## config.mk

```make
export PLATFORM = sky130hd
export DESIGN_NAME = ptu_cordic_stage
export DESIGN_NICKNAME = d
export VERILOG_FILES = /design/src/rtl/point_transform_unit_defines.svh /design/src/rtl/ptu_pkg.sv /design/src/rtl/ptu_cordic_stage.sv
export SDC_FILE = /design/constraint.sdc
export NUM_CORES = 1
export LEC_CHECK = 0
export BUFFER_PORTS_ARGS = -buffer_cell sky130_fd_sc_hd__buf_2
export CORE_MARGIN = 8
export CORE_UTILIZATION = 26
export CTS_CLUSTER_DIAMETER = 30
export CTS_CLUSTER_SIZE = 16
export DETAILED_ROUTE_END_ITERATION = 12
export GPL_TIMING_DRIVEN = 0
export PLACE_DENSITY_LB_ADDON = 0.2
export SLEW_MARGIN = 20
export SYNTH_ARGS = -nofsm -noshare
export SYNTH_HDL_FRONTEND = slang
export SYNTH_SLANG_ARGS = --single-unit
```

## constraint.sdc

```tcl
create_clock -name clk -period 15 [get_ports clk]
set_input_delay 1.5 -clock clk [delete_from_list [all_inputs] [get_ports clk]]
set_output_delay 1.5 -clock clk [all_outputs]
set_load 0.03 [all_outputs]
```

## src/rtl/point_transform_unit_defines.svh

```systemverilog
// ----------------------------------------------------------------------------
// point transform unit assertion macros
// shared assertion shorthands for the point transform unit
// ----------------------------------------------------------------------------
`ifndef POINT_TRANSFORM_UNIT_DEFINES_SVH
`define POINT_TRANSFORM_UNIT_DEFINES_SVH

// consequent must hold in the same cycle as the antecedent
`define PTU_ASSERT_SAME(lbl, clk, rst_n, ante, cons, msg) \
	lbl: assert property (@(posedge clk) disable iff (!rst_n) (ante) |-> (cons)) \
		else $error(msg);

// consequent must hold in the cycle after the antecedent
`define PTU_ASSERT_NEXT(lbl, clk, rst_n, ante, cons, msg) \
	lbl: assert property (@(posedge clk) disable iff (!rst_n) (ante) |=> (cons)) \
		else $error(msg);

`endif

```

## src/rtl/ptu_pkg.sv

```systemverilog
// ----------------------------------------------------------------------------
// ptu_pkg
// types, constants and the arctangent table of the point transform unit
// ----------------------------------------------------------------------------
`default_nettype none

package ptu_pkg;

	localparam int COORD_WIDTH_DEF     = 24;
	localparam int FRAC_BITS_DEF       = 8;
	localparam int ROTATION_STAGES_DEF = 16;

	localparam int CMD_WIDTH   = 2;
	localparam int QUAD_WIDTH  = 2;
	localparam int RATIO_WIDTH = 16;
	localparam int RATIO_FRAC  = 8;
	localparam int ANGLE_WIDTH = 9;

	// cordic datapath: q2.30 vector, angle in 2^-20 degree units
	localparam int TRIG_WIDTH       = 32;
	localparam int TRIG_FRAC        = 30;
	localparam int ZW               = 30;
	localparam int ANGLE_UNIT_SHIFT = 20;

	localparam logic signed [TRIG_WIDTH-1:0] CORDIC_GAIN = 32'sd652032874;

	localparam logic [ANGLE_WIDTH-1:0] DEG_90  = 9'd90;
	localparam logic [ANGLE_WIDTH-1:0] DEG_180 = 9'd180;
	localparam logic [ANGLE_WIDTH-1:0] DEG_270 = 9'd270;
	localparam logic [ANGLE_WIDTH-1:0] DEG_360 = 9'd360;

	typedef enum logic [CMD_WIDTH-1:0] {
		CMD_TRANSLATE = 2'd0,
		CMD_SCALE     = 2'd1,
		CMD_ROTATE    = 2'd2,
		CMD_PASS      = 2'd3
	} cmd_t;

	typedef enum logic [QUAD_WIDTH-1:0] {
		QUAD_I   = 2'd0,
		QUAD_II  = 2'd1,
		QUAD_III = 2'd2,
		QUAD_IV  = 2'd3
	} quad_t;

	// side word carried alongside the cordic vector, lowest bits first:
	// cmd, quad, ratio, px, py, rx, ry, dx, dy
	localparam int SIDE_CMD   = 0;
	localparam int SIDE_QUAD  = SIDE_CMD + CMD_WIDTH;
	localparam int SIDE_RATIO = SIDE_QUAD + QUAD_WIDTH;
	localparam int SIDE_COORD = SIDE_RATIO + RATIO_WIDTH;

	function automatic int side_width(input int cw);
		return SIDE_COORD + 6 * cw + 2;
	endfunction

	// atan(2^-i) in 2^-20 degree units
	function automatic logic signed [ZW-1:0] atan_step(input int idx);
		case (idx)
			0:       return 30'sd47185920;
			1:       return 30'sd27855475;
			2:       return 30'sd14718068;
			3:       return 30'sd7471121;
			4:       return 30'sd3750058;
			5:       return 30'sd1876857;
			6:       return 30'sd938658;
			7:       return 30'sd469357;
			8:       return 30'sd234682;
			9:       return 30'sd117342;
			10:      return 30'sd58671;
			11:      return 30'sd29335;
			12:      return 30'sd14668;
			13:      return 30'sd7334;
			14:      return 30'sd3667;
			15:      return 30'sd1833;
			16:      return 30'sd917;
			17:      return 30'sd458;
			18:      return 30'sd229;
			19:      return 30'sd115;
			20:      return 30'sd57;
			21:      return 30'sd29;
			22:      return 30'sd14;
			23:      return 30'sd7;
			default: return '0;
		endcase
	endfunction

endpackage

`default_nettype wire

```

## src/rtl/ptu_cordic_stage.sv

```systemverilog
// ----------------------------------------------------------------------------
// ptu_cordic_stage
// one registered micro-rotation of the sine and cosine generator
// ----------------------------------------------------------------------------
`default_nettype none

module ptu_cordic_stage import ptu_pkg::*; #(
	parameter int STAGE  = 0,
	parameter int SIDE_W = side_width(COORD_WIDTH_DEF)
) (
	input  wire logic                         clk,
	input  wire logic                         arst_n,
	input  wire logic                         in_valid,
	output logic                              in_ready,
	input  wire logic signed [TRIG_WIDTH-1:0] in_x,
	input  wire logic signed [TRIG_WIDTH-1:0] in_y,
	input  wire logic signed [ZW-1:0]         in_z,
	input  wire logic [SIDE_W-1:0]            in_side,
	output logic                              out_valid,
	input  wire logic                         out_ready,
	output logic signed [TRIG_WIDTH-1:0]      out_x,
	output logic signed [TRIG_WIDTH-1:0]      out_y,
	output logic signed [ZW-1:0]              out_z,
	output logic [SIDE_W-1:0]                 out_side
);

	localparam logic signed [ZW-1:0] ATAN = atan_step(STAGE);

	logic                         valid_s;
	logic signed [TRIG_WIDTH-1:0] x_s;
	logic signed [TRIG_WIDTH-1:0] y_s;
	logic signed [ZW-1:0]         z_s;
	logic [SIDE_W-1:0]            side_s;

	logic signed [TRIG_WIDTH-1:0] x_n;
	logic signed [TRIG_WIDTH-1:0] y_n;
	logic signed [ZW-1:0]         z_n;

	// rotate towards the residual angle, sign of z picks the direction
	always_comb begin
		if (!in_z[ZW-1]) begin
			x_n = in_x - (in_y >>> STAGE);
			y_n = in_y + (in_x >>> STAGE);
			z_n = in_z - ATAN;
		end else begin
			x_n = in_x + (in_y >>> STAGE);
			y_n = in_y - (in_x >>> STAGE);
			z_n = in_z + ATAN;
		end
	end

	assign in_ready = !valid_s || out_ready;

	always_ff @(posedge clk or negedge arst_n) begin
		if (!arst_n) begin
			valid_s <= 1'b0;
		end else if (in_ready) begin
			valid_s <= in_valid;
		end
	end

	always_ff @(posedge clk) begin
		if (in_ready) begin
			x_s    <= x_n;
			y_s    <= y_n;
			z_s    <= z_n;
			side_s <= in_side;
		end
	end

	assign out_valid = valid_s;
	assign out_x     = x_s;
	assign out_y     = y_s;
	assign out_z     = z_s;
	assign out_side  = side_s;

endmodule

`default_nettype wire

```

# Yosys cells after proc, flatten, opt, wreduce, memory -nomap -nowiden
# Cells that the tools add are included.
[op_classes]
add_sub_neg = 5
mul = 0
div = 0
order_cmp = 0
n_eq_ne = 0
shift = 0
n_mux = 3
bitwise = 0
reduce_logical = 2
[ops]
columns = ["operator", "n"]
rows = [
  ["$mux 32", 2],
  ["$sub 32x32->32", 2],
  ["$add 32x32->32", 1],
  ["$add 30x27->30 const B", 1],
  ["$mux 30", 1],
  ["$sub 30x27->30 const B", 1],
  ["$logic_not 1->1", 1],
  ["$logic_or 1x1->1", 1],
]
[totals]
reg_bits = 261
latch_bits = 0
ramBits = 0
mem_bits_ro = 0
output_inout_bits = 262
elab_cells = 15
memories = 0

# Logic depth before layout (Yosys ltp)
# Gate-level depths: netlist of the first run.
[depth]
word_depth = 2
ltp_mapped = 12
mapped_depth_nobuf = 11

# Worst setup path before layout of the first run
# Ideal clock, no wire load.
[synth_path]
kind = "in2out"
from = "in out_ready"
to = "out in_ready"
arrival_ps = 7924
required_time_ps = 13500
slack_ps = 5576
cell_stages = 1
path_buffers = 0
cell_sequence = "nand2b_1"
[synth_via]
elab_chain_len = 1
[synth_lines]
columns = ["element", "line_no", "rtl"]
rows = [
  ["start, declared", "ptu_cordic_stage.sv:20", "input wire logic out_ready,"],
  ["$logic_or 1x1->1", "ptu_cordic_stage.sv:52", "assign in_ready = !valid_s || out_ready;"],
  ["end, declared", "ptu_cordic_stage.sv:14", "output logic in_ready,"],
]
# No other way between the ends.

# Final worst setup path of the first run
[layout_path]
from = "in in_x[0]"
to = "reg x_s[24], in the netlist out_x[24], data pin"
[layout_via]
elab_chain_len = 2
[layout_lines]
columns = ["element", "line_no", "rtl"]
rows = [
  ["start, declared", "ptu_cordic_stage.sv:15", "input wire logic signed [TRIG_WIDTH-1:0] in_x,"],
  ["$sub 32x32->32 or $add 32x32->32 (tied branches)", "ptu_cordic_stage.sv:42, ptu_cordic_stage.sv:46", ""],
  ["$mux 32 (*)", "ptu_cordic_stage.sv:41", "if (!in_z[ZW-1]) begin"],
  ["via x_n[24]", "ptu_cordic_stage.sv:35", "logic signed [TRIG_WIDTH-1:0] x_n;"],
  ["end signal, assigned", "ptu_cordic_stage.sv:64", "x_s <= x_n;"],
  ["end, declared", "ptu_cordic_stage.sv:30", "logic signed [TRIG_WIDTH-1:0] x_s;"],
]
# The timed path passes the listed nets; every way through them passes the cells marked *.
# A chain may end at the register's enable or synchronous reset.

==> results of run 1 <==
## sequential cells by signal, summed over array words and instances, names as in the netlist
signal     cells
out_side     166
out_valid      1
out_x         32
out_y         31
out_z         30
## power by group through the flow
stage,Sequential [mW],Clock (mW),Combinational [mW]
floorplan,1.10,0,0.212
global placement,0.947,0,0.592
detailed placement,0.929,0,0.598
CTS,0.918,1.52,0.601
global route,0.924,1.56,0.634
finish,0.917,1.48,0.595
## worst register-to-register path, stage by stage, from the launching register on
cell and delay, ps:
dfrtp_1 420, nand2b_4 570, buf_16 350, buf_16 300, buf_16 330
## stage by stage
stage / area, um2 / instances
after CTS: 19890 / 2497
final: 19900 / 2501
after floorplan: 13900 / 1154
after global placement: 17390 / 2367
after global routing: 19890 / 2498
after detailed placement: 17520 / 2372
## final timing paths
| kind | start | end | slack [ps] |
|---|---|---|---|
| max | in_x[0] | out_x[24] | 10510 |
| min | arst_n | out_valid | 700 |
| max reg2reg | out_valid | out_side[120] | 12650 |
| min reg2reg | out_valid | out_side[148] | 1170 |
| max in group asynchronous | arst_n | out_valid | 14220 |
| min in group clk | in_side[134] | out_side[134] | 1100 |
## cell families after synthesis
| kind of cell | count (synthesis) | synth area share, % |
|---|---|---|
| mux | 22 | 1.593 |
| simple gates | 222 | 8.091 |
| xor+xnor | 69 | 4.347 |
| compound gates | 319 | 15.18 |
| fa+ha+maj | 113 | 10.33 |
| buf+inv | 149 | 4.329 |
| flops | 260 | 56.12 |
## layer usage
layer	part of all wire [%]	track usage (%)
met5	0.39	0
met3	9.4	6.193
met4	4.3	9.126
met1	35	19.56
met2	51	33.74
## layout make-up
class	instances	area [um2]
Fill cell	5299	32860
Sequential cell	260	7802
Multi-Input combinational cell	745	5505
Timing Repair Buffer	530	2749
Clock buffer	77	1799
Tap cell	688	860.8
Clock inverter	48	570.5
Inverter	105	394.1
Buffer	44	207.7
Antenna cell	4	10.01
## cells in the final DEF, fill, tap and decap left out, types with 5 or more instances in the layout
cell	netlist	layout
buf_2	13	538
edfxtp_1	259	259
ha_1	110	110
a21oi_1	108	108
inv_1	101	101
clkbuf_16	0	71
nor2_1	62	62
xnor2_1	61	61
o21ai_0	54	54
nand2_1	44	44
clkbuf_1	18	24
o21bai_1	23	23
mux2i_1	21	21
nor3_1	20	20
a21o_1	16	16
nand3_1	16	16
a211oi_1	15	15
nand2b_1	16	15
o31ai_1	14	14
a31oi_1	12	12
clkinv_1	2	11
or3_1	11	11
nand4_1	11	11
clkinvlp_4	0	11
clkinv_2	0	10
nor2b_1	9	9
o211ai_1	9	9
bufinv_16	0	9
xor2_1	8	8
o21a_1	7	7
buf_1	7	7
nor4_1	6	6
buf_4	5	5
and2_1	5	5
o2111ai_1	5	5
o21ai_1	5	5
or2_2	5	5
==> impl_metrics.py, run 1 <==
metrics = {
    "power_and_ir_drop": {
        "p_total_mw": 2.996,
        "combPwrFrac_pct": 19.9,
        "seq_power_share_pct": 30.6,
        "ir_worst_vdd_uv": 71.94,
        "swShare_pct": 29.97,
        "p_int_mw": 2.098,
        "power_switching_mw": 0.8979,
        "pwr-share-clk_pct": 49.5,
        "power.density_nw_per_um2": 150.5,
        "p_leak_nw": 8.716,
    },
    "route": {
        "num_vias": 11940,
        "drc": 0,
        "drt-initial-drc-count": 831,
        "routedWlPerCell_um": 24.22,
        "routed_wl_um": 60580,
        "dr.pass1.iters": 7,
        "ant_nets": 0,
        "drt-vias-per-instance": 4.772,
    },
    "global_route": {
        "grt_pass1_vias": 12190,
        "grt_util_all_layers_pct": 18.78,
        "antenna_found_initial": 25,
        "grt_pass1_wl_um": 83450,
        "grt_overflow": 0,
        "grt_max_degree": 58,
    },
    "outcome": {
        "status": "completed",
    },
    "sta": {
        "final.setup.tns_ps": 0,
        "worst_pin_slew_ps": 1126,
        "setup_slack_ps": 10510,
        "hold_viol": 0,
        "max_freq_ghz": 0.2227,
        "timing.hold.ws_ps": 695.9,
        "drv_slew": 0,
        "finalClockSkew_ps": 23.38,
        "slew_headroom_pct": 24.22,
        "post-route-period-util_pct": 29.93,
        "setup_viol": 0,
        "finalCriticalPeriod_ps": 4490,
        "rsz0062_at_grt": "no",
    },
    "floorplanning": {
        "dieHeight_um": 247.2,
        "start_util_pct": 26.35,
        "dieWidth_um": 247.2,
        "num_rows": 84,
        "die_area_um2": 61130,
        "io_pins": 526,
        "coreArea_um2": 52760,
    },
    "synthesis": {
        "yosys_warnings": 0,
        "synth.avg_cell_area_um2": 12.05,
        "yosysMostFrequentCell": "edfxtp_1",
        "synth-seq-cells": 260,
        "synth_area_leaders": "edfxtp_1 (56%), ha_1 (9.9%), a21oi_1 (3.9%), xnor2_1 (3.8%), inv_1 (2.7%)",
        "yosysTopAreaCellShare_pct": 55.94,
        "yosysTopAreaCell": "edfxtp_1",
        "netlist_top_cells_count": "edfxtp_1 (259), ha_1 (110), a21oi_1 (108), inv_1 (101), nor2_1 (62)",
        "synth_cells": 1154,
        "yosysSeqAreaShare_pct": 56.12,
        "synth-edff-count": 259,
        "synthArstFlopShare_pct": 0.3846,
        "syn_area_um2": 13900,
        "synth_cell_types": 77,
        "synth_flop_cell": "edfxtp_1",
        "synth_fp_nets": 1531,
    },
    "cts": {
        "cts_root_buf": "clkbuf_16",
        "clkTransAtPathRegs_ps": 50,
        "clk_latency_ps": 570,
        "cts_hold_buf": 0,
        "numClockSinks": 260,
        "numCtsBuffers": 69,
        "cts_resized": 0,
        "clockBufferDepth": 3,
        "htreeDepth": 3,
        "cts_tree": "done",
        "post_cts_buffers": 0,
    },
    "critical_path": {
        "critical_path_class": "in -> reg",
        "worstPathRequired_ps": 15270,
        "r2r_cells": 4,
        "cp_num_cells": 11,
        "path_max_fanout": 5,
        "cpPeakStageDelay_ps": 750,
        "cp.arrival_ps": 4760,
        "startpoint_type": "input pin",
        "path_delay_family": "compound AO/OA/AOI/OAI gates",
        "crit_slowest_cell": "o311ai_0",
        "path_cells": "buf_2, ha_1, fa_1, nor2b_1, o21ai_1, a211oi_1, o311ai_0, nand3_1, nand2_1, o311ai_1, xnor2_1",
        "endpoint_kind": "flop",
        "cp_num_buf_inv": 1,
    },
    "place": {
        "preCtsSetupSlack_ps": 10070,
        "place_congestion": 0.9232,
        "portBuffers": 525,
        "hpwl_um": 49510,
    },
    "layout": {
        "final_core_util_pct": 37.72,
        "drive_gt1_share_pct": 38.20,
        "syn_to_final_growth_pct": 43.14,
        "layout.nets": 2132,
    },
    "job": {
        "cap_violations": 0,
    },
    "hold_path": {
        "min_path_type": "in -> async",
    },
}
Note: power is estimated with default switching activity, not from simulation.
==> inputs of run 2 (changes only) <==
Clock period 15 ns to 4.3 ns, I/O delays scaled along.
==> impl_metrics.py, run 2 (synthesized netlist as in run 1, its figures left out) <==
metrics = {
    "outcome": {
        "status": "completed",
    },
    "cts": {
        "cts_tree": "done",
        "clockBufferDepth": 3,
        "numClockSinks": 260,
        "post_cts_buffers": 0,
        "cts_root_buf": "clkbuf_16",
        "clk_latency_ps": 590,
        "numCtsBuffers": 71,
        "htreeDepth": 3,
        "clkTransAtPathRegs_ps": 50,
    },
    "place": {
        "portBuffers": 525,
        "hpwl_um": 48880,
        "place_inst": 2372,
        "place_congestion": 0.9066,
    },
    "critical_path": {
        "endpoint_kind": "flop",
        "regToRegSetupSlack_ps": 2490,
        "path_cells": "buf_2, inv_1, ha_1, buf_2, nor4_1, nand2_1, nor4_1, o311ai_0, nand3_1, nand2_1, o211ai_1, xnor2_1",
        "cp.arrival_ps": 3590,
        "reg2reg_to": "out_side[76]",
        "path_delay_family": "simple AND/OR/NAND/NOR gates",
        "worstPathRequired_ps": 4590,
        "r2r_cells": 3,
        "critical_path_class": "in -> reg",
        "startpoint_type": "input pin",
        "cp_num_buf_inv": 3,
        "regToRegStartpoint": "out_valid",
        "path_max_fanout": 9,
        "cpPeakStageDelay_ps": 930,
        "crit_slowest_cell": "nor4_1",
    },
    "power_and_ir_drop": {
        "p_int_mw": 7.532,
        "p_total_mw": 10.74,
        "power.density_nw_per_um2": 496.9,
        "ir_worst_vdd_uv": 234.5,
        "power_switching_mw": 3.208,
        "combPwrFrac_pct": 20.7,
        "seq_power_share_pct": 29.8,
        "pwr-share-clk_pct": 49.5,
        "swShare_pct": 29.87,
        "p_leak_nw": 9.447,
    },
    "sta": {
        "hold_viol": 0,
        "slew_headroom_pct": 23.75,
        "rsz0062_at_grt": "no",
        "final.setup.tns_ps": 0,
        "post-route-period-util_pct": 76.81,
        "finalCriticalPeriod_ps": 3303,
        "finalClockSkew_ps": 15.32,
        "worst_pin_slew_ps": 1133,
        "drv_slew": 0,
        "setup_viol": 0,
        "max_freq_ghz": 0.3028,
    },
    "global_route": {
        "grt_pass1_vias": 12810,
        "grt_overflow": 0,
        "grt_pass1_wl_um": 86440,
        "grt_max_degree": 58,
        "antenna_found_initial": 10,
        "grt_util_all_layers_pct": 19.20,
    },
    "floorplanning": {
        "io_pins": 526,
        "coreArea_um2": 52760,
        "die_area_um2": 61130,
        "start_util_pct": 26.35,
        "dieWidth_um": 247.2,
        "dieHeight_um": 247.2,
        "num_rows": 84,
    },
    "layout": {
        "layout_common_cells": "buf_2 (538), edfxtp_1 (259), dlygate4sd3_1 (166)",
        "drive_gt1_share_pct": 34.92,
        "largest_reg_flops": 166,
        "fill_cells": 5145,
        "instances_no_fill": 2671,
        "final_common_cell": "buf_2",
        "syn_to_final_growth_pct": 55.49,
        "layout.nets": 2300,
        "final_core_util_pct": 40.97,
    },
    "route": {
        "routed_wl_um": 61790,
        "num_vias": 12530,
        "routedWlPerCell_um": 23.14,
        "drc": 0,
        "drt-initial-drc-count": 797,
        "dr.pass1.iters": 5,
        "ant_nets": 0,
        "drt-vias-per-instance": 4.691,
    },
    "hold_path": {
        "hold_end": "out_side[50]",
        "min_path_type": "in -> reg",
        "hp-start": "in_side[50]",
        "hold_depth": 1,
    },
    "job": {
        "cap_violations": 0,
    },
}
## run 2: area by class of cell
cell class	instances	area, um2	share of cell area (%)
sequential	260	7802	36.10
antenna	4	10.01	0.04631
inverter	105	394.1	1.823
clock buffer	75	1792	8.289
timing repair buffer	696	4419	20.44
multi-input combinational	745	5505	25.47
clock inverter	54	623.1	2.883
tap	688	860.8	3.982
buffer	44	209.0	0.9667
## run 2: repair_timing
action	4_1_cts	5_1_grt
hold buffers	166	0
resized for setup	0	0
endpoints found under the hold margin	166	0
endpoints found under the setup margin	0	0
## run 2: worst max path at each step
| stage | endpoint | from | cells after the start |
|---|---|---|---|
| 2_1_floorplan | out_side[0] | out_valid | 1 |
| 3_3_place_gp | in_ready | out_ready | 3 |
| 3_5_place_dp | out_z[29] | in_z[29] | 13 |
| 4_1_cts | out_z[29] | in_z[29] | 13 |
| 5_1_grt | out_x[30] | in_x[20] | 12 |
| 6_report | out_x[28] | in_x[20] | 12 |
## run 2: worst reg2reg max path, delay by kind of cell, from the launching register on
kind                   cells  cell delay, ps
buffers and inverters      2             630
DFF                        1             410
and+or+nand+nor            1             390
## run 2: per-layer routing
metal,global-route usage [%],up-vias,wire length (um)
met1,21.15,6043,23440
met4,10.24,12,2862
li1,-,5828,-
met5,0,-,82
met2,34.15,533,31020
met3,4.391,113,4386
## run 2: stage by stage
step / instance area, um2 / hold WS [ps] / setup WS (ps)
final: 21620 / 39.58 / 997.0
after global routing: 21610 / 12.17 / 930.3
after CTS: 21600 / 0.1644 / 747.3
after detailed placement: 17530 / 211.5 / 149.9
after global placement: 17400 / 206.5 / 153.0
after floorplan: 13910 / 134.4 / 1453
## run 2: power groups by stage
stage | clock network [mW] | registers, mW | logic (mW)
6_report | 5.32 | 3.20 | 2.22
5_1_grt | 5.56 | 3.23 | 2.36
4_1_cts | 5.43 | 3.20 | 2.24
3_5_place_dp | 0 | 3.24 | 2.09
3_3_place_gp | 0 | 3.26 | 2.07
2_1_floorplan | 0 | 3.80 | 0.741
==> inputs of run 3 (changes only) <==
Clock period 4.3 ns to 3 ns, I/O delays scaled along.
==> impl_metrics.py, run 3 (synthesized netlist as in run 1, its figures left out) <==
metrics = {
    "critical_path": {
        "reg2reg_to": "out_side[38]",
        "endpoint_kind": "flop",
        "critPathCapture": "out_x[24]",
        "crit_slowest_cell": "a21oi_1",
        "r2r_cells": 3,
        "critical_path_class": "in -> reg",
        "startpoint_type": "input pin",
        "path_max_fanout": 9,
        "cp.arrival_ps": 3180,
        "cpPeakStageDelay_ps": 580,
        "worstPathRequired_ps": 3280,
        "regToRegStartpoint": "out_valid",
        "crit_top_cell": "buf_2",
        "path_cells": "buf_2, inv_1, ha_1, buf_2, nand2b_1, a21oi_1, a211oi_1, o311ai_0, nand3_1, nand2_1, o311ai_1, xnor2_1",
        "setup.worst_path.start": "in_x[5]",
        "regToRegSetupSlack_ps": 1200,
    },
    "cts": {
        "cts_root_buf": "clkbuf_16",
        "clk_latency_ps": 590,
        "numClockSinks": 260,
        "htreeDepth": 3,
        "clkTransAtPathRegs_ps": 40,
        "clockBufferDepth": 3,
        "cts_tree": "done",
        "numCtsBuffers": 71,
    },
    "place": {
        "portBuffers": 525,
        "place_congestion": 0.9066,
        "hpwl_um": 48880,
    },
    "sta": {
        "drv_slew": 0,
        "slew_headroom_pct": 30.60,
        "setup_viol": 0,
        "max_freq_ghz": 0.3442,
        "hold_viol": 0,
        "post-route-period-util_pct": 96.85,
        "rsz0062_at_grt": "yes",
        "worst_pin_slew_ps": 1041,
        "timing.hold.ws_ps": 49.51,
        "finalCriticalPeriod_ps": 2906,
        "finalClockSkew_ps": 16.14,
    },
    "layout": {
        "drive_gt1_share_pct": 34.67,
        "fill_cells": 5115,
        "layout_common_cells": "buf_2 (538), edfxtp_1 (259), dlygate4sd3_1 (189)",
        "syn_to_final_growth_pct": 57.29,
        "final_core_util_pct": 41.44,
        "final_common_cell": "buf_2",
        "largest_reg_flops": 166,
        "layout.nets": 2323,
    },
    "route": {
        "drt-initial-drc-count": 853,
        "drc": 0,
        "routedWlPerCell_um": 22.93,
        "routed_wl_um": 61810,
        "drt-vias-per-instance": 4.686,
        "ant_nets": 0,
        "num_vias": 12630,
        "dr.pass1.iters": 5,
    },
    "global_route": {
        "antenna_found_initial": 9,
        "grt_max_degree": 58,
        "grt_pass1_wl_um": 86850,
        "grt_pass1_vias": 12910,
        "grt_overflow": 0,
        "grt_util_all_layers_pct": 19.25,
    },
    "outcome": {
        "status": "completed",
    },
    "floorplanning": {
        "start_util_pct": 26.35,
        "coreArea_um2": 52760,
        "dieHeight_um": 247.2,
        "io_pins": 526,
        "dieWidth_um": 247.2,
        "die_area_um2": 61130,
        "num_rows": 84,
    },
    "power_and_ir_drop": {
        "power.density_nw_per_um2": 705.1,
        "p_leak_nw": 9.545,
        "ir_worst_vdd_uv": 336.7,
    },
    "job": {
        "cap_violations": 0,
    },
    "hold_path": {
        "min_path_type": "in -> async",
    },
}
==> run 3: worst min-delay path by stage <==
stage	endpoint	slack, ps	cells past startpoint
finish	out_valid	50	2
global route	out_valid	30	2
CTS	out_valid	8	2
detailed placement	out_valid	80	1
global placement	out_valid	80	1
floorplan	out_valid	4	0
==> run 3: metal layers <==
layer | track usage [%] | wire length (um)
met2 | 34.35 | 31230
met1 | 21.39 | 23210
met4 | 9.805 | 2767
met5 | 0 | 41
met3 | 4.219 | 4559
==> run 3: area by class of cell <==
cell class | count | area (um2) | area share, %
Antenna cell | 5 | 12.51 | 0.05722
Buffer | 44 | 211.5 | 0.9670
Clock buffer | 75 | 1792 | 8.194
Clock inverter | 54 | 623.1 | 2.850
Inverter | 105 | 394.1 | 1.802
Multi-Input combinational cell | 745 | 5520 | 25.25
Sequential cell | 260 | 7802 | 35.68
Tap cell | 688 | 860.8 | 3.937
Timing Repair Buffer | 719 | 4649 | 21.26
==> run 3: per-stage QoR <==
step	total power [mW]	TNS [ps]	std cells	worst slack, ps	area [um2]
after floorplan	6.514	0	1154	152.8	13910
after global routing	16.00	-37.49	2691	-37.49	21860
after global placement	7.632	-150240	2367	-908.0	17400
after detailed placement	7.638	-14020	2372	-1020	17530
after CTS	15.61	0	2690	9.147	21840
final	15.42	0	2695	94.41	21870
==> run 3: worst max-delay path: cells and delay by family <==
| family | cells | cell delay [ps] |
|---|---|---|
| AOI/OAI and AO/OA | 4 | 1440 |
| and+or+nand+nor | 3 | 590 |
| buffers and inverters | 3 | 380 |
| adders and majority gates | 1 | 260 |
| xor gates and xnor gates | 1 | 200 |
==> run 3: what timing repair did <==
| item | CTS | global route |
|---|---|---|
| resized for setup | 2 | 4 |
| setup endpoints to repair | 5 | 6 |
| buffers inserted | 0 | 0 |
| hold buffers | 189 | 0 |
| endpoints found under the hold margin | 189 | 0 |
==> run 3: power by group <==
group	total (mW)	switching, mW	internal (mW)
registers	4.59	0.0920	4.50
logic	3.21	2.15	1.06
clock network	7.62	2.36	5.26
