File: src/rtl/point_transform_unit_defines.svh
// ----------------------------------------------------------------------------
// point transform unit assertion macros
// shared assertion shorthands for the point transform unit
// ----------------------------------------------------------------------------
`ifndef POINT_TRANSFORM_UNIT_DEFINES_SVH
`define POINT_TRANSFORM_UNIT_DEFINES_SVH

// consequent must hold in the same cycle as the antecedent
`define PTU_ASSERT_SAME(lbl, clk, rst_n, ante, cons, msg) \
	lbl: assert property (@(posedge clk) disable iff (!rst_n) (ante) |-> (cons)) \
		else $error(msg);

// consequent must hold in the cycle after the antecedent
`define PTU_ASSERT_NEXT(lbl, clk, rst_n, ante, cons, msg) \
	lbl: assert property (@(posedge clk) disable iff (!rst_n) (ante) |=> (cons)) \
		else $error(msg);

`endif

File: src/rtl/ptu_pkg.sv
// ----------------------------------------------------------------------------
// ptu_pkg
// types, constants and the arctangent table of the point transform unit
// ----------------------------------------------------------------------------
`default_nettype none

package ptu_pkg;

	localparam int COORD_WIDTH_DEF     = 24;
	localparam int FRAC_BITS_DEF       = 8;
	localparam int ROTATION_STAGES_DEF = 16;

	localparam int CMD_WIDTH   = 2;
	localparam int QUAD_WIDTH  = 2;
	localparam int RATIO_WIDTH = 16;
	localparam int RATIO_FRAC  = 8;
	localparam int ANGLE_WIDTH = 9;

	// cordic datapath: q2.30 vector, angle in 2^-20 degree units
	localparam int TRIG_WIDTH       = 32;
	localparam int TRIG_FRAC        = 30;
	localparam int ZW               = 30;
	localparam int ANGLE_UNIT_SHIFT = 20;

	localparam logic signed [TRIG_WIDTH-1:0] CORDIC_GAIN = 32'sd652032874;

	localparam logic [ANGLE_WIDTH-1:0] DEG_90  = 9'd90;
	localparam logic [ANGLE_WIDTH-1:0] DEG_180 = 9'd180;
	localparam logic [ANGLE_WIDTH-1:0] DEG_270 = 9'd270;
	localparam logic [ANGLE_WIDTH-1:0] DEG_360 = 9'd360;

	typedef enum logic [CMD_WIDTH-1:0] {
		CMD_TRANSLATE = 2'd0,
		CMD_SCALE     = 2'd1,
		CMD_ROTATE    = 2'd2,
		CMD_PASS      = 2'd3
	} cmd_t;

	typedef enum logic [QUAD_WIDTH-1:0] {
		QUAD_I   = 2'd0,
		QUAD_II  = 2'd1,
		QUAD_III = 2'd2,
		QUAD_IV  = 2'd3
	} quad_t;

	// side word carried alongside the cordic vector, lowest bits first:
	// cmd, quad, ratio, px, py, rx, ry, dx, dy
	localparam int SIDE_CMD   = 0;
	localparam int SIDE_QUAD  = SIDE_CMD + CMD_WIDTH;
	localparam int SIDE_RATIO = SIDE_QUAD + QUAD_WIDTH;
	localparam int SIDE_COORD = SIDE_RATIO + RATIO_WIDTH;

	function automatic int side_width(input int cw);
		return SIDE_COORD + 6 * cw + 2;
	endfunction

	// atan(2^-i) in 2^-20 degree units
	function automatic logic signed [ZW-1:0] atan_step(input int idx);
		case (idx)
			0:       return 30'sd47185920;
			1:       return 30'sd27855475;
			2:       return 30'sd14718068;
			3:       return 30'sd7471121;
			4:       return 30'sd3750058;
			5:       return 30'sd1876857;
			6:       return 30'sd938658;
			7:       return 30'sd469357;
			8:       return 30'sd234682;
			9:       return 30'sd117342;
			10:      return 30'sd58671;
			11:      return 30'sd29335;
			12:      return 30'sd14668;
			13:      return 30'sd7334;
			14:      return 30'sd3667;
			15:      return 30'sd1833;
			16:      return 30'sd917;
			17:      return 30'sd458;
			18:      return 30'sd229;
			19:      return 30'sd115;
			20:      return 30'sd57;
			21:      return 30'sd29;
			22:      return 30'sd14;
			23:      return 30'sd7;
			default: return '0;
		endcase
	endfunction

endpackage

`default_nettype wire

File: src/rtl/ptu_prep.sv
// ----------------------------------------------------------------------------
// ptu_prep
// input stage: offsets from the centre, angle folded into quadrant and rest
// ----------------------------------------------------------------------------
`default_nettype none

module ptu_prep import ptu_pkg::*; #(
	parameter int COORD_WIDTH = COORD_WIDTH_DEF,
	parameter int SIDE_W      = side_width(COORD_WIDTH_DEF)
) (
	input  wire logic                          clk,
	input  wire logic                          arst_n,
	input  wire logic                          in_valid,
	output logic                               in_ready,
	input  wire cmd_t                          in_cmd,
	input  wire logic signed [COORD_WIDTH-1:0] in_px,
	input  wire logic signed [COORD_WIDTH-1:0] in_py,
	input  wire logic signed [COORD_WIDTH-1:0] in_rx,
	input  wire logic signed [COORD_WIDTH-1:0] in_ry,
	input  wire logic signed [RATIO_WIDTH-1:0] in_ratio,
	input  wire logic [ANGLE_WIDTH-1:0]        in_angle,
	output logic                               out_valid,
	input  wire logic                          out_ready,
	output logic signed [ZW-1:0]               out_z,
	output logic [SIDE_W-1:0]                  out_side
);

	localparam int DW = COORD_WIDTH + 1;

	logic                   valid_s1;
	logic signed [ZW-1:0]   z_s1;
	logic [SIDE_W-1:0]      side_s1;

	logic [ANGLE_WIDTH-1:0] ang_w;
	logic [ANGLE_WIDTH-1:0] rem_w;
	quad_t                  quad_w;
	logic signed [DW-1:0]   dx_w;
	logic signed [DW-1:0]   dy_w;
	logic signed [ZW-1:0]   z_w;

	always_comb begin
		ang_w = (in_angle >= DEG_360) ? (in_angle - DEG_360) : in_angle;
		if (ang_w >= DEG_270) begin
			quad_w = QUAD_IV;
			rem_w  = ang_w - DEG_270;
		end else if (ang_w >= DEG_180) begin
			quad_w = QUAD_III;
			rem_w  = ang_w - DEG_180;
		end else if (ang_w >= DEG_90) begin
			quad_w = QUAD_II;
			rem_w  = ang_w - DEG_90;
		end else begin
			quad_w = QUAD_I;
			rem_w  = ang_w;
		end
		z_w  = {{(ZW-ANGLE_WIDTH-ANGLE_UNIT_SHIFT){1'b0}}, rem_w, {ANGLE_UNIT_SHIFT{1'b0}}};
		dx_w = DW'(in_px) - DW'(in_rx);
		dy_w = DW'(in_py) - DW'(in_ry);
	end

	assign in_ready = !valid_s1 || out_ready;

	always_ff @(posedge clk or negedge arst_n) begin
		if (!arst_n) begin
			valid_s1 <= 1'b0;
		end else if (in_ready) begin
			valid_s1 <= in_valid;
		end
	end

	always_ff @(posedge clk) begin
		if (in_ready) begin
			z_s1    <= z_w;
			side_s1 <= {dy_w, dx_w, in_ry, in_rx, in_py, in_px, in_ratio, quad_w, in_cmd};
		end
	end

	assign out_valid = valid_s1;
	assign out_z     = z_s1;
	assign out_side  = side_s1;

endmodule

`default_nettype wire

File: config.mk
export PLATFORM = sky130hd
export DESIGN_NAME = ptu_prep
export DESIGN_NICKNAME = d
export VERILOG_FILES = /design/src/rtl/point_transform_unit_defines.svh /design/src/rtl/ptu_pkg.sv /design/src/rtl/ptu_prep.sv
export SDC_FILE = /design/constraint.sdc
export NUM_CORES = 1
export LEC_CHECK = 0
export ABC_AREA = 1
export BUFFER_PORTS_ARGS = -buffer_cell sky130_fd_sc_hd__buf_2
export CORE_AREA = 2 2 130 132
export CTS_BUF_LIST = sky130_fd_sc_hd__clkbuf_8
export DETAILED_ROUTE_END_ITERATION = 12
export DIE_AREA = 0 0 132 134
export PLACE_DENSITY_LB_ADDON = 0.25
export SLEW_MARGIN = 20
export SYNTH_ARGS = -nofsm -noshare
export SYNTH_HDL_FRONTEND = slang
export SYNTH_SLANG_ARGS = --single-unit
export TNS_END_PERCENT = 20
File: constraint.sdc
create_clock -name clk -period 12.59 [get_ports clk]
set_input_delay 0 -clock clk [delete_from_list [all_inputs] [get_ports clk]]
set_output_delay 0 -clock clk [all_outputs]
set_load 0.01 [all_outputs]
---- Word-level counts from Yosys, hierarchy flattened ----
Index checks and enable logic that the tools add are counted.
storage, ports and cells
  flip-flop bits (word level) ............. 176
  latch bits .............................. 0
  RAM bits ................................ 0
  memory bits (read-only) ................. 0
  bits of input ports ..................... 127
  logic and storage cells ................. 24
  memories kept ........................... 0
cells by class
  $add $sub $neg .......................... 6
  $mul .................................... 0
  divide/modulo/power cells ............... 0
  $lt $le $gt $ge ......................... 4
  equal/unequal tests ..................... 0
  shift operators ......................... 0
  mux-type cells .......................... 6
  bitwise operators ....................... 0
  reduce and logical (&&, ||, !) cells .... 3
operator list
  operator               number
  $sub A24 B24 Y25       2
  $mux W9                4
  $ge A9 B9 Y1 const B   2
  $sub A9 B9 Y9 const B  2
  $ge A9 B7 Y1 const B   1
  $ge A9 B8 Y1 const B   1
  $sub A9 B7 Y9 const B  1
  $sub A9 B8 Y9 const B  1
  $mux W1                2
  $reduce_or A2 Y1       1
  $logic_not A1 Y1       1
  $logic_or A1 B1 Y1     1

---- Logic depth before layout (Yosys ltp) ----
Gate-level depths: netlist of the first run.
  word-level depth ........................ 6
  depth in mapped cells ................... 23

---- Least setup slack after synthesis of the first run ----
OpenSTA, ideal clock, no wires.
  path type ............................... register -> register
  from .................................... register valid_s1, in the netlist out_valid
  to ...................................... register side_s1[0], in the netlist out_side[0] (enable)
  library setup time ...................... 1,463 ps
  arrival time ............................ 3,306 ps
  required time ........................... 11,127 ps
  slack ................................... 7,820 ps
  stages on the path, launching flop included .. 2
  buffers on the path ..................... 0
  clock period less this slack ............ 4,770 ps
  cells stage by stage .................... dfrtp_1 -> nand2_1
between the ends
  word-level cells in the longest chain between the ends .. 2
RTL lines
  what                      RTL line        RTL
  start: declaration        ptu_prep.sv:30  logic valid_s1;
  start signal: assignment  ptu_prep.sv:67  valid_s1 <= in_valid;
  $logic_not A1 Y1          ptu_prep.sv:61  assign in_ready = !valid_s1 || out_ready;
  $logic_or A1 B1 Y1        ptu_prep.sv:61
  net in_ready              ptu_prep.sv:14  output logic in_ready,
  end signal: assignment    ptu_prep.sv:74  side_s1 <= {dy_w, dx_w, in_ry, in_rx, in_py, in_px, in_ratio, quad_w, in_cmd};
  end: declaration          ptu_prep.sv:32  logic [SIDE_W-1:0] side_s1;
The timed path passes the listed nets, and every way through them passes these cells.
A chain may end at the register's enable or synchronous reset.

---- Final worst setup path of the first run ----
  from .................................... input in_py[0]
  to ...................................... register side_s1[159], in the netlist out_side[159] (data pin)
between the ends
  word-level cells in the longest chain between the ends .. 1
RTL lines
  what                RTL line        RTL
  start: declaration  ptu_prep.sv:17  input wire logic signed [COORD_WIDTH-1:0] in_py,
  $sub A24 B24 Y25    ptu_prep.sv:58  dy_w = DW'(in_py) - DW'(in_ry);
  net dy_w[18]        ptu_prep.sv:38  logic signed [DW-1:0] dy_w;
The timed path passes the listed nets, and every way through them passes these cells.

==> results of run 1 <==
-- layer usage --
layer | share of wire [%] | wire, µm
met1 | 37 | 9020
met4 | 2.6 | 621
met5 | 0 | 0
met3 | 7.4 | 1780
met2 | 53 | 12700
-- final cells by class --
type / count / area share [%]
Antenna cell: 1 / 0.0203
Multi-Input combinational cell: 522 / 25.6
Clock inverter: 14 / 1.80
Timing Repair Buffer: 424 / 22.1
Sequential cell: 176 / 42.8
Inverter: 115 / 3.52
Clock buffer: 18 / 2.01
Tap cell: 220 / 2.23
-- state kept, by name (all words and copies together), names as in the netlist --
signal / count
out_side: 166
out_z: 9
out_valid: 1
-- metrics by stage --
step | std cells | total power [mW] | util, % | setup WS (ns)
after floorplan | 836 | 0.953 | - | 7.82
after global placement | 1338 | 1.06 | 65.5 | 10.27
after detailed placement | 1338 | 1.07 | 65.5 | 10.21
after CTS | 1489 | 1.55 | 75.7 | 10.15
after global routing | 1489 | 1.62 | 75.7 | 9.90
final | 1490 | 1.56 | 75.8 | 10.11
-- power breakdown --
part           internal (mW)  switching (mW)  total [mW]
Clock                  0.245           0.219       0.464
Combinational          0.143           0.212       0.356
Sequential             0.723          0.0157       0.739
-- logic make-up after synthesis --
| logic type | count (synthesis) |
|---|---|
| and+or+nand+nor | 299 |
| other | 1 |
| adders and majority gates | 56 |
| AOI/OAI and AO/OA | 100 |
| DFF | 176 |
| buffers and inverters | 138 |
| xor gates and xnor gates | 46 |
-- final timing paths --
path / endpoint / slack (ns)
worst max-delay path: out_side[159]$_DFFE_PP_ / 10.11
worst min-delay path: out_z[22]$_DFFE_PP_ / 0.04
worst max register to register: out_z[27]$_DFFE_PP_ / 10.59
worst min register to register: out_valid$_DFFE_PN0P_ / 0.78
max in group asynchronous: out_valid$_DFFE_PN0P_ / 12.15
min in group asynchronous: out_valid$_DFFE_PN0P_ / 0.34
-- worst max-delay path, delay by kind of cell --
family                   cells  cell delay, ns
AND/OR/NAND/NOR              3            0.24
adder cells (fa/ha/maj)      2            0.65
AO/OA/AOI/OAI                5            1.14
buffers and inverters        3            0.68
-- placed cells by master, fill, tap and decap left out, types with 2 or more instances in the layout --
master | synthesis | final
o21ai_0 | 22 | 22
nor4_1 | 3 | 3
conb_1 | 1 | 21
inv_6 | 0 | 4
inv_1 | 108 | 109
nand3_2 | 4 | 4
clkinvlp_4 | 0 | 3
a21o_1 | 2 | 2
o21a_1 | 4 | 4
buf_2 | 0 | 303
ha_1 | 54 | 54
nand2_1 | 164 | 163
nor2_1 | 36 | 36
xnor2_1 | 12 | 12
nor2_4 | 3 | 3
a31oi_1 | 2 | 2
nand3_1 | 45 | 45
nand2_2 | 17 | 17
nand4_1 | 12 | 12
nand2_4 | 5 | 6
a21boi_0 | 5 | 5
dlygate4sd3_1 | 0 | 119
a21oi_1 | 48 | 48
o21ai_1 | 9 | 9
clkbuf_8 | 0 | 18
edfxtp_1 | 175 | 175
buf_4 | 22 | 2
nor3_1 | 3 | 3
inv_2 | 6 | 6
nor2_2 | 2 | 2
bufinv_16 | 0 | 5
o21bai_1 | 6 | 6
xor2_1 | 34 | 34
fa_1 | 2 | 2
-- what timing repair did --
item | CTS | global route
gates resized for setup | 0 | 0
hold endpoints to repair | 121 | 0
hold buffers | 119 | 0
==> impl_metrics.toml, run 1 <==
[placed_design]
gp_congestion = 0.930
io_buffer_count = 303
dp.final_hpwl_um = 15900
placed_cell_area_um2 = 10700

[cells_and_area]
fill_cells = 1098
layout-drive-gt1-share_pct = 29.9
seqCellArea_um2 = 5280
multi_input_area_um2 = 3160
final_nets = 1439
final_area_um2 = 12300
area_delta_synth_final_pct = 37.7

[yosys]
yosysTopAreaCell = "edfxtp_1"
yosysMostFrequentCell = "edfxtp_1"
ys_top_cells_by_area = "edfxtp_1 59%, ha_1 7.5%, nand2_1 6.9%, inv_1 4.5%, xor2_1 3.3%"
synth_xor_area_share_pct = 4.49
synth_top_area_share_pct = 58.6
yosys-top-cells-count = "175 x edfxtp_1, 164 x nand2_1, 108 x inv_1"
syn_area_um2 = 8960
post_synth_fa_ha_maj_area_fraction_pct = 7.98
synth.area.mux_share_pct = 0
synthSimpleGateAreaFrac_pct = 15.5
yosysWarnings = 0
synth-main-ff-cell = "edfxtp_1"
yosysUniqueCellTypes = 38
postSynth.asyncResetShare_pct = 0.568
synthCells = 816
syn_avg_cell_area_um2 = 11.0
ys_ff_latch = 176
synth_top_family_by_area = "simple AND/OR/NAND/NOR gates"
synth-compound-area-share_pct = 6.24
synth_edf_count = 175
seq_area_frac_synth_pct = 58.9

[global_routing]
grt_usage_pct = 27.2
grt_busiest_layer = "met2"
grt_overflow_total = 0
grt_pass1_vias = 7505
use_met1_pct = 30.8
antenna_found_initial = 0
grtUsageMet2_pct = 49.5
grt_pass1_wl_um = 37700
grt_max_degree = 79
grt_use_met3_pct = 7.41

[setup_path]
cp_slowest_stage_delay_ns = 0.52
crit_path_start_kind = "input port"
worstSetupEndpointType = "flop"
reg2reg_from = "out_valid$_DFFE_PN0P_"
cp-startpoint = "in_py[0]"
crit_slowest_cell = "dlygate4sd3_1"
cp_cell_sequence = "dlygate4sd3_1 > buf_2 > inv_1 > ha_1 > fa_1 > o21ai_1 > a21boi_0 > o21ai_1 > a21oi_1 > o21bai_1 > nand2_1 > nand3_1 > nand2_1"
critPathRequiredTime_ns = 12.82
crit_fanout = 3
crit_type = "input port to flop"
r2r_cells = 2
cp.arrival_ns = 2.71

[route]
drtIter0Drc = 473
wl_um = 24100
vias = 7450
route.detailed.drc = 0
vias_per_cell = 5.00
first_pass_iters = 6
antenna_left = 0
wl_per_cell_um = 16.2

[power_and_ir_drop]
powerDensity_nw_per_um2 = 126
p_leak_nw = 5.89
irDropWorstVdd_mv = 0.0783

[min_path]
hold_path_class = "input port to flop"
whs_path_depth = 5
holdCritStartpoint = "in_angle[2]"

[floorplanning]
initial_core_util_pct = 55.0
core_area_um2 = 16300
die_width_um = 132
die_h_um = 134
die_area_um2 = 17700
rows = 47
io-pin-count = 325

[timing]
setup_tns_ns = 0
worst_pin_slew_ns = 1.00
finClkSkew_ns = 0.0169
fmax_ghz = 0.403
worst_hold_slack_ns = 0.0384
hold_viol = 0
rsz0062_at_grt = "false"
period_share_pct = 19.7
drv_slew = 0
setup-violations-final = 0
min_period_ns = 2.48
maxSlewHeadroom_pct = 33.3

[outcome]
status = "completed"

[clock_network]
tritoncts = "built"
clk_pin_slew_ns = 0.09
post_cts_buffers = 0
max-clock-path-buffers = 2
htree_levels = 4
cts_root_buf = "clkbuf_8"
numCtsBuffers = 17
clock_sinks = 176
insertion_delay_ns = 0.46

[run]
drv_cap = 0
(Power assumes the default switching activity.)
==> run 2: changes to the inputs <==
CORE_AREA = 2 2 142 144   (was 2 2 130 132)
DIE_AREA = 0 0 144 146   (was 0 0 132 134)
clock period = 2.03 ns   (was 12.59 ns; I/O delays follow)
==> run 2 against run 1 <==
- sequential power rose to 6.2 times the previous value
- die area is 19% higher
- worst hold slack improved by 0.043 ns
- setup slack got worse by 10 ns
- via count grew 4.3%
- highest routed layer unchanged
==> impl_metrics.toml, run 2 (synthesized netlist as in run 1, its figures left out) <==
[clock_network]
numCtsBuffers = 17
htree_levels = 4
insertion_delay_ns = 0.47
clk_pin_slew_ns = 0.09
clock_sinks = 176
tritoncts = "built"
cts_root_buf = "clkbuf_8"
max-clock-path-buffers = 2

[timing]
rsz0062_at_grt = "true"
min_period_ns = 2.00
fmax_ghz = 0.501
setup-violations-final = 0
finClkSkew_ns = 0.0117
setup_slack_ns = 0.0344
drv_slew = 0
hold_viol = 0
worst_hold_slack_ns = 0.0818
period_share_pct = 98.3

[placed_design]
placed_cell_area_um2 = 11400
dp.final_hpwl_um = 17700
io_buffer_count = 303
gp_congestion = 0.881
dp_slack_ns = -0.125

[route]
first_pass_iters = 5
wl_per_cell_um = 15.3
vias = 7774
vias_per_cell = 4.80
route.detailed.drc = 0
antenna_left = 0
wl_um = 24700
drtIter0Drc = 469

[power_and_ir_drop]
clockPowerShare_pct = 26.8
p_comb_share_pct = 25.9
pwr-share-seq_pct = 47.3
p_int_mw = 6.82
powerDensity_nw_per_um2 = 731
power.switching_mw = 2.85
irDropWorstVdd_mv = 0.421
p_leak_nw = 6.33
swShare_pct = 29.5

[floorplanning]
io-pin-count = 325
die_width_um = 144
core_area_um2 = 19300
die_h_um = 146
die_area_um2 = 21000
initial_core_util_pct = 46.4
rows = 51

[global_routing]
grt_pass1_vias = 7829
antenna_found_initial = 0
grt_pass1_wl_um = 38100
grt_max_degree = 44
grt_usage_pct = 23.2
grt_overflow_total = 0

[cells_and_area]
final_common_cell = "buf_2"
final_area_um2 = 13200
layout_common_cells = "303 x buf_2, 175 x edfxtp_1, 160 x nand2_1"
area_delta_synth_final_pct = 47.6
layout-drive-gt1-share_pct = 36.5
fill_cells = 1434
largest_reg_flops = 166
final_nets = 1526
diodes = 0

[setup_path]
cp.arrival_ns = 2.22
crit_fanout = 7
worstSetupEndpointType = "flop"
critPathRequiredTime_ns = 2.26
crit_type = "input port to flop"
crit_path_start_kind = "input port"

[run]
drv_cap = 0

[min_path]
hold_path_class = "input port to flop"

[outcome]
status = "completed"
[run 2: critical path, stage by stage]
cell           delay (ns)
dlygate4sd3_1        0.53
buf_2                0.13
inv_1                0.08
nand2_1              0.10
nor2_4               0.11
nand2_4              0.08
nand2_4              0.08
buf_12               0.10
nand2_2              0.05
nand2_4              0.11
clkbuf_2             0.16
nand2_1              0.09
nor2_4               0.12
nor2_4               0.05
inv_2                0.12
nand3_1              0.10
nand2_1              0.13
inv_1                0.05
[run 2: layer usage]
| layer | global-route usage (%) | part of all wire [%] | vias up |
|---|---|---|---|
| li1 | - | - | 3798 |
| met1 | 26.2 | 38 | 3621 |
| met2 | 41.9 | 52 | 304 |
| met3 | 6.71 | 7.2 | 51 |
| met4 | 7.11 | 2.5 | 0 |
| met5 | 0 | 0 | - |
[run 2: timing repair]
item | in CTS | in global routing
gates resized for setup | 0 | 45
hold endpoints to repair | 122 | 0
setup buffers | 0 | 5
hold buffers | 122 | 0
endpoints found under the setup margin | 0 | 25
[run 2: layout make-up]
class                      instances  area (µm²)  area share, %
clock inverter                    14         179           1.35
timing repair buffer             510        3420           25.9
clock buffer                      17         234           1.77
multi-input combinational        523        3350           25.3
sequential                       176        5280           39.9
tap                              265         332           2.51
inverter                         115         434           3.28
[run 2: final timing paths]
check,start,to,cells past startpoint,slack [ns]
hold reg to reg,out_valid$_DFFE_PN0P_,out_valid$_DFFE_PN0P_,2,0.84
setup / recovery,in_angle[0],out_z[28]$_DFFE_PP_,18,0.03
hold / removal,in_angle[2],out_z[22]$_DFFE_PP_,5,0.08
setup reg to reg,out_valid$_DFFE_PN0P_,out_side[60]$_DFFE_PP_,2,0.68
max in group asynchronous,arst_n,out_valid$_DFFE_PN0P_,3,1.56
min in group asynchronous,arst_n,out_valid$_DFFE_PN0P_,3,0.37
[run 2: stage by stage]
stage                     setup TNS, ns  std cells  power (mW)  util (%)
after global routing             -0.267       1620        10.1      68.4
after global placement           -0.463       1461        6.83      58.8
after floorplan                       0        836        5.88         -
final                                 0       1620        9.67      68.4
after detailed placement          -1.17       1461        6.87      58.8
after CTS                             0       1614        9.63      67.3
[run 2: power by group through the flow]
stage | registers (mW) | clock network, mW | logic, mW
after detailed placement | 4.66 | 0 | 2.21
after CTS | 4.58 | 2.65 | 2.41
final | 4.57 | 2.59 | 2.50
after global placement | 4.65 | 0 | 2.18
after floorplan | 4.88 | 0 | 0.992
after global routing | 4.61 | 2.77 | 2.75
==> run 3: changes to the inputs <==
CORE_AREA = 2 2 101 201   (was 2 2 142 144)
DIE_AREA = 0 0 103 203   (was 0 0 144 146)
==> run 3 against run 2 <==
- clock-buffer cell count unchanged
- largest power group unchanged
- maximum frequency increased by 1.6%
- sequential share of layout area is 0.41 points lower
- setup slack improved by 0.032 ns
- final cell count grew 0.68%
- largest cell class unchanged
- first-iteration DRC count decreased by 34%
- non-clock buffer count grew 15
- worst hold slack worse by 0.051 ns
- register-to-register slack worse by 0.04 ns
- combinational power grew 4%
- sequential power barely moved
- flip-flop and latch count unchanged
==> impl_metrics.toml, run 3 (synthesized netlist as in run 1, its figures left out) <==
[outcome]
status = "completed"

[placed_design]
dp.final_hpwl_um = 19800
dp_slack_ns = -0.153
io_buffer_count = 303
placed_cell_area_um2 = 11500
gp_congestion = 0.918
dp_cells = 1470

[floorplanning]
initial_core_util_pct = 46.5
rows = 72
die_width_um = 103
die_area_um2 = 20900
io-pin-count = 325
core_area_um2 = 19300
die_h_um = 203

[clock_network]
htree_levels = 4
max-clock-path-buffers = 2
tritoncts = "built"
insertion_delay_ns = 0.48
cts_root_buf = "clkbuf_8"
clock_sinks = 176
clk_pin_slew_ns = 0.10
numCtsBuffers = 17

[power_and_ir_drop]
irDropWorstVdd_mv = 0.416
powerDensity_nw_per_um2 = 716
p_leak_nw = 6.43

[min_path]
hold_path_class = "input port to flop"

[route]
antenna_left = 0
route.detailed.drc = 0
vias = 7944
drtIter0Drc = 311
wl_per_cell_um = 16.5
wl_um = 27000
first_pass_iters = 4
vias_per_cell = 4.87

[timing]
hold_viol = 0
min_period_ns = 1.96
fmax_ghz = 0.509
setup-violations-final = 0
finClkSkew_ns = 0.00766
setup_slack_ns = 0.0662
rsz0062_at_grt = "false"
period_share_pct = 96.7
worst_hold_slack_ns = 0.0307
drv_slew = 0

[cells_and_area]
layout-drive-gt1-share_pct = 37.7
final_nets = 1542
fill_cells = 1476
diodes = 0
final_area_um2 = 13400
largest_reg_flops = 166
area_delta_synth_final_pct = 49.1
layoutNonFillerInstCount = 1631
final_common_cell = "buf_2"
layout_common_cells = "302 x buf_2, 175 x edfxtp_1, 158 x nand2_1"

[global_routing]
antenna_found_initial = 0
grt_max_degree = 44
grt_usage_pct = 25.1
grt_pass1_vias = 8185
grt_pass1_wl_um = 39200
grt_overflow_total = 0

[setup_path]
crit_slowest_cell = "dlygate4sd3_1"
cp_slowest_stage_delay_ns = 0.55
cp.arrival_ns = 2.20
cp_cell_sequence = "dlygate4sd3_1 > buf_2 > inv_1 > ha_1 > nand2_1 > nor4_2 > buf_4 > nand4_1 > nand3_2 > a31oi_1 > xor2_1"
crit_type = "input port to flop"
worstSetupEndpointType = "flop"
crit_fanout = 4
crit_path_start_kind = "input port"
critPathRequiredTime_ns = 2.27

[run]
drv_cap = 0
[run 3: cell types whose count changed in the layout (fill, tap and decap cells not counted), sizes merged]
cell,before,now
buf,387,403
bufinv,3,1
clkbuf,18,17
clkinvlp,0,4
dlygate4sd3,122,120
dlymetal6s4s,0,2
inv,122,121
nand2,186,187
[run 3: worst paths after layout]
path                                        from                 endpoint  slack [ns]  depth (start not counted)
setup / recovery                       in_rx[13]  out_side[137]$_DFFE_PP_        0.07                         11
hold / removal                       in_angle[0]      out_z[20]$_DFFE_PP_        0.03                          3
setup reg to reg           out_valid$_DFFE_PN0P_   out_side[59]$_DFFE_PP_        0.64                          2
hold reg to reg            out_valid$_DFFE_PN0P_    out_valid$_DFFE_PN0P_        0.88                          2
max in group asynchronous                 arst_n    out_valid$_DFFE_PN0P_        1.57                          3
min in group asynchronous                 arst_n    out_valid$_DFFE_PN0P_        0.36                          3
[run 3: routing by layer]
layer | up-vias | share of wire (%) | global-route usage (%)
met4 | 0 | 4.4 | 11.7
met3 | 87 | 5.8 | 5.68
met1 | 3732 | 30 | 21.1
li1 | 3832 | - | -
met2 | 293 | 60 | 51.2
met5 | - | 0 | 0
[run 3: report_power, final]
part	leakage, nW	internal (mW)	total (mW)	switching, mW
registers	1.77	4.48	4.58	0.100
clock network	0.185	1.01	2.40	1.39
logic	4.47	1.14	2.59	1.45
[run 3: what timing repair did]
action / 4_1_cts / 5_1_grt
setup endpoints to repair: 0 / 23
gates resized for setup: 0 / 54
hold buffers: 122 / 0
buffers inserted: 0 / 6
hold endpoints to repair: 122 / 0
[run 3: layout make-up]
| cell class | count | area (µm²) | area share, % |
|---|---|---|---|
| Clock buffer | 17 | 234 | 1.75 |
| Inverter | 115 | 434 | 3.25 |
| Timing Repair Buffer | 525 | 3570 | 26.7 |
| Sequential cell | 176 | 5280 | 39.5 |
| Multi-Input combinational cell | 524 | 3380 | 25.3 |
| Tap cell | 259 | 324 | 2.42 |
| Clock inverter | 15 | 154 | 1.15 |
[run 3: metrics by stage]
stage,TNS (ns),utilization [%],power (mW)
after floorplan,0,-,5.88
after global placement,-1.59,59.6,6.90
after detailed placement,-2.42,59.6,6.94
after CTS,0,68.0,9.52
after global routing,0,69.3,10.0
final,0,69.3,9.57
[run 3: worst max-delay path: cells and delay by family]
family / cells / cell delay, ns
and+or+nand+nor: 4 / 0.71
buffers and inverters: 4 / 0.89
xor gates and xnor gates: 1 / 0.15
AOI/OAI and AO/OA: 1 / 0.10
adders and majority gates: 1 / 0.36
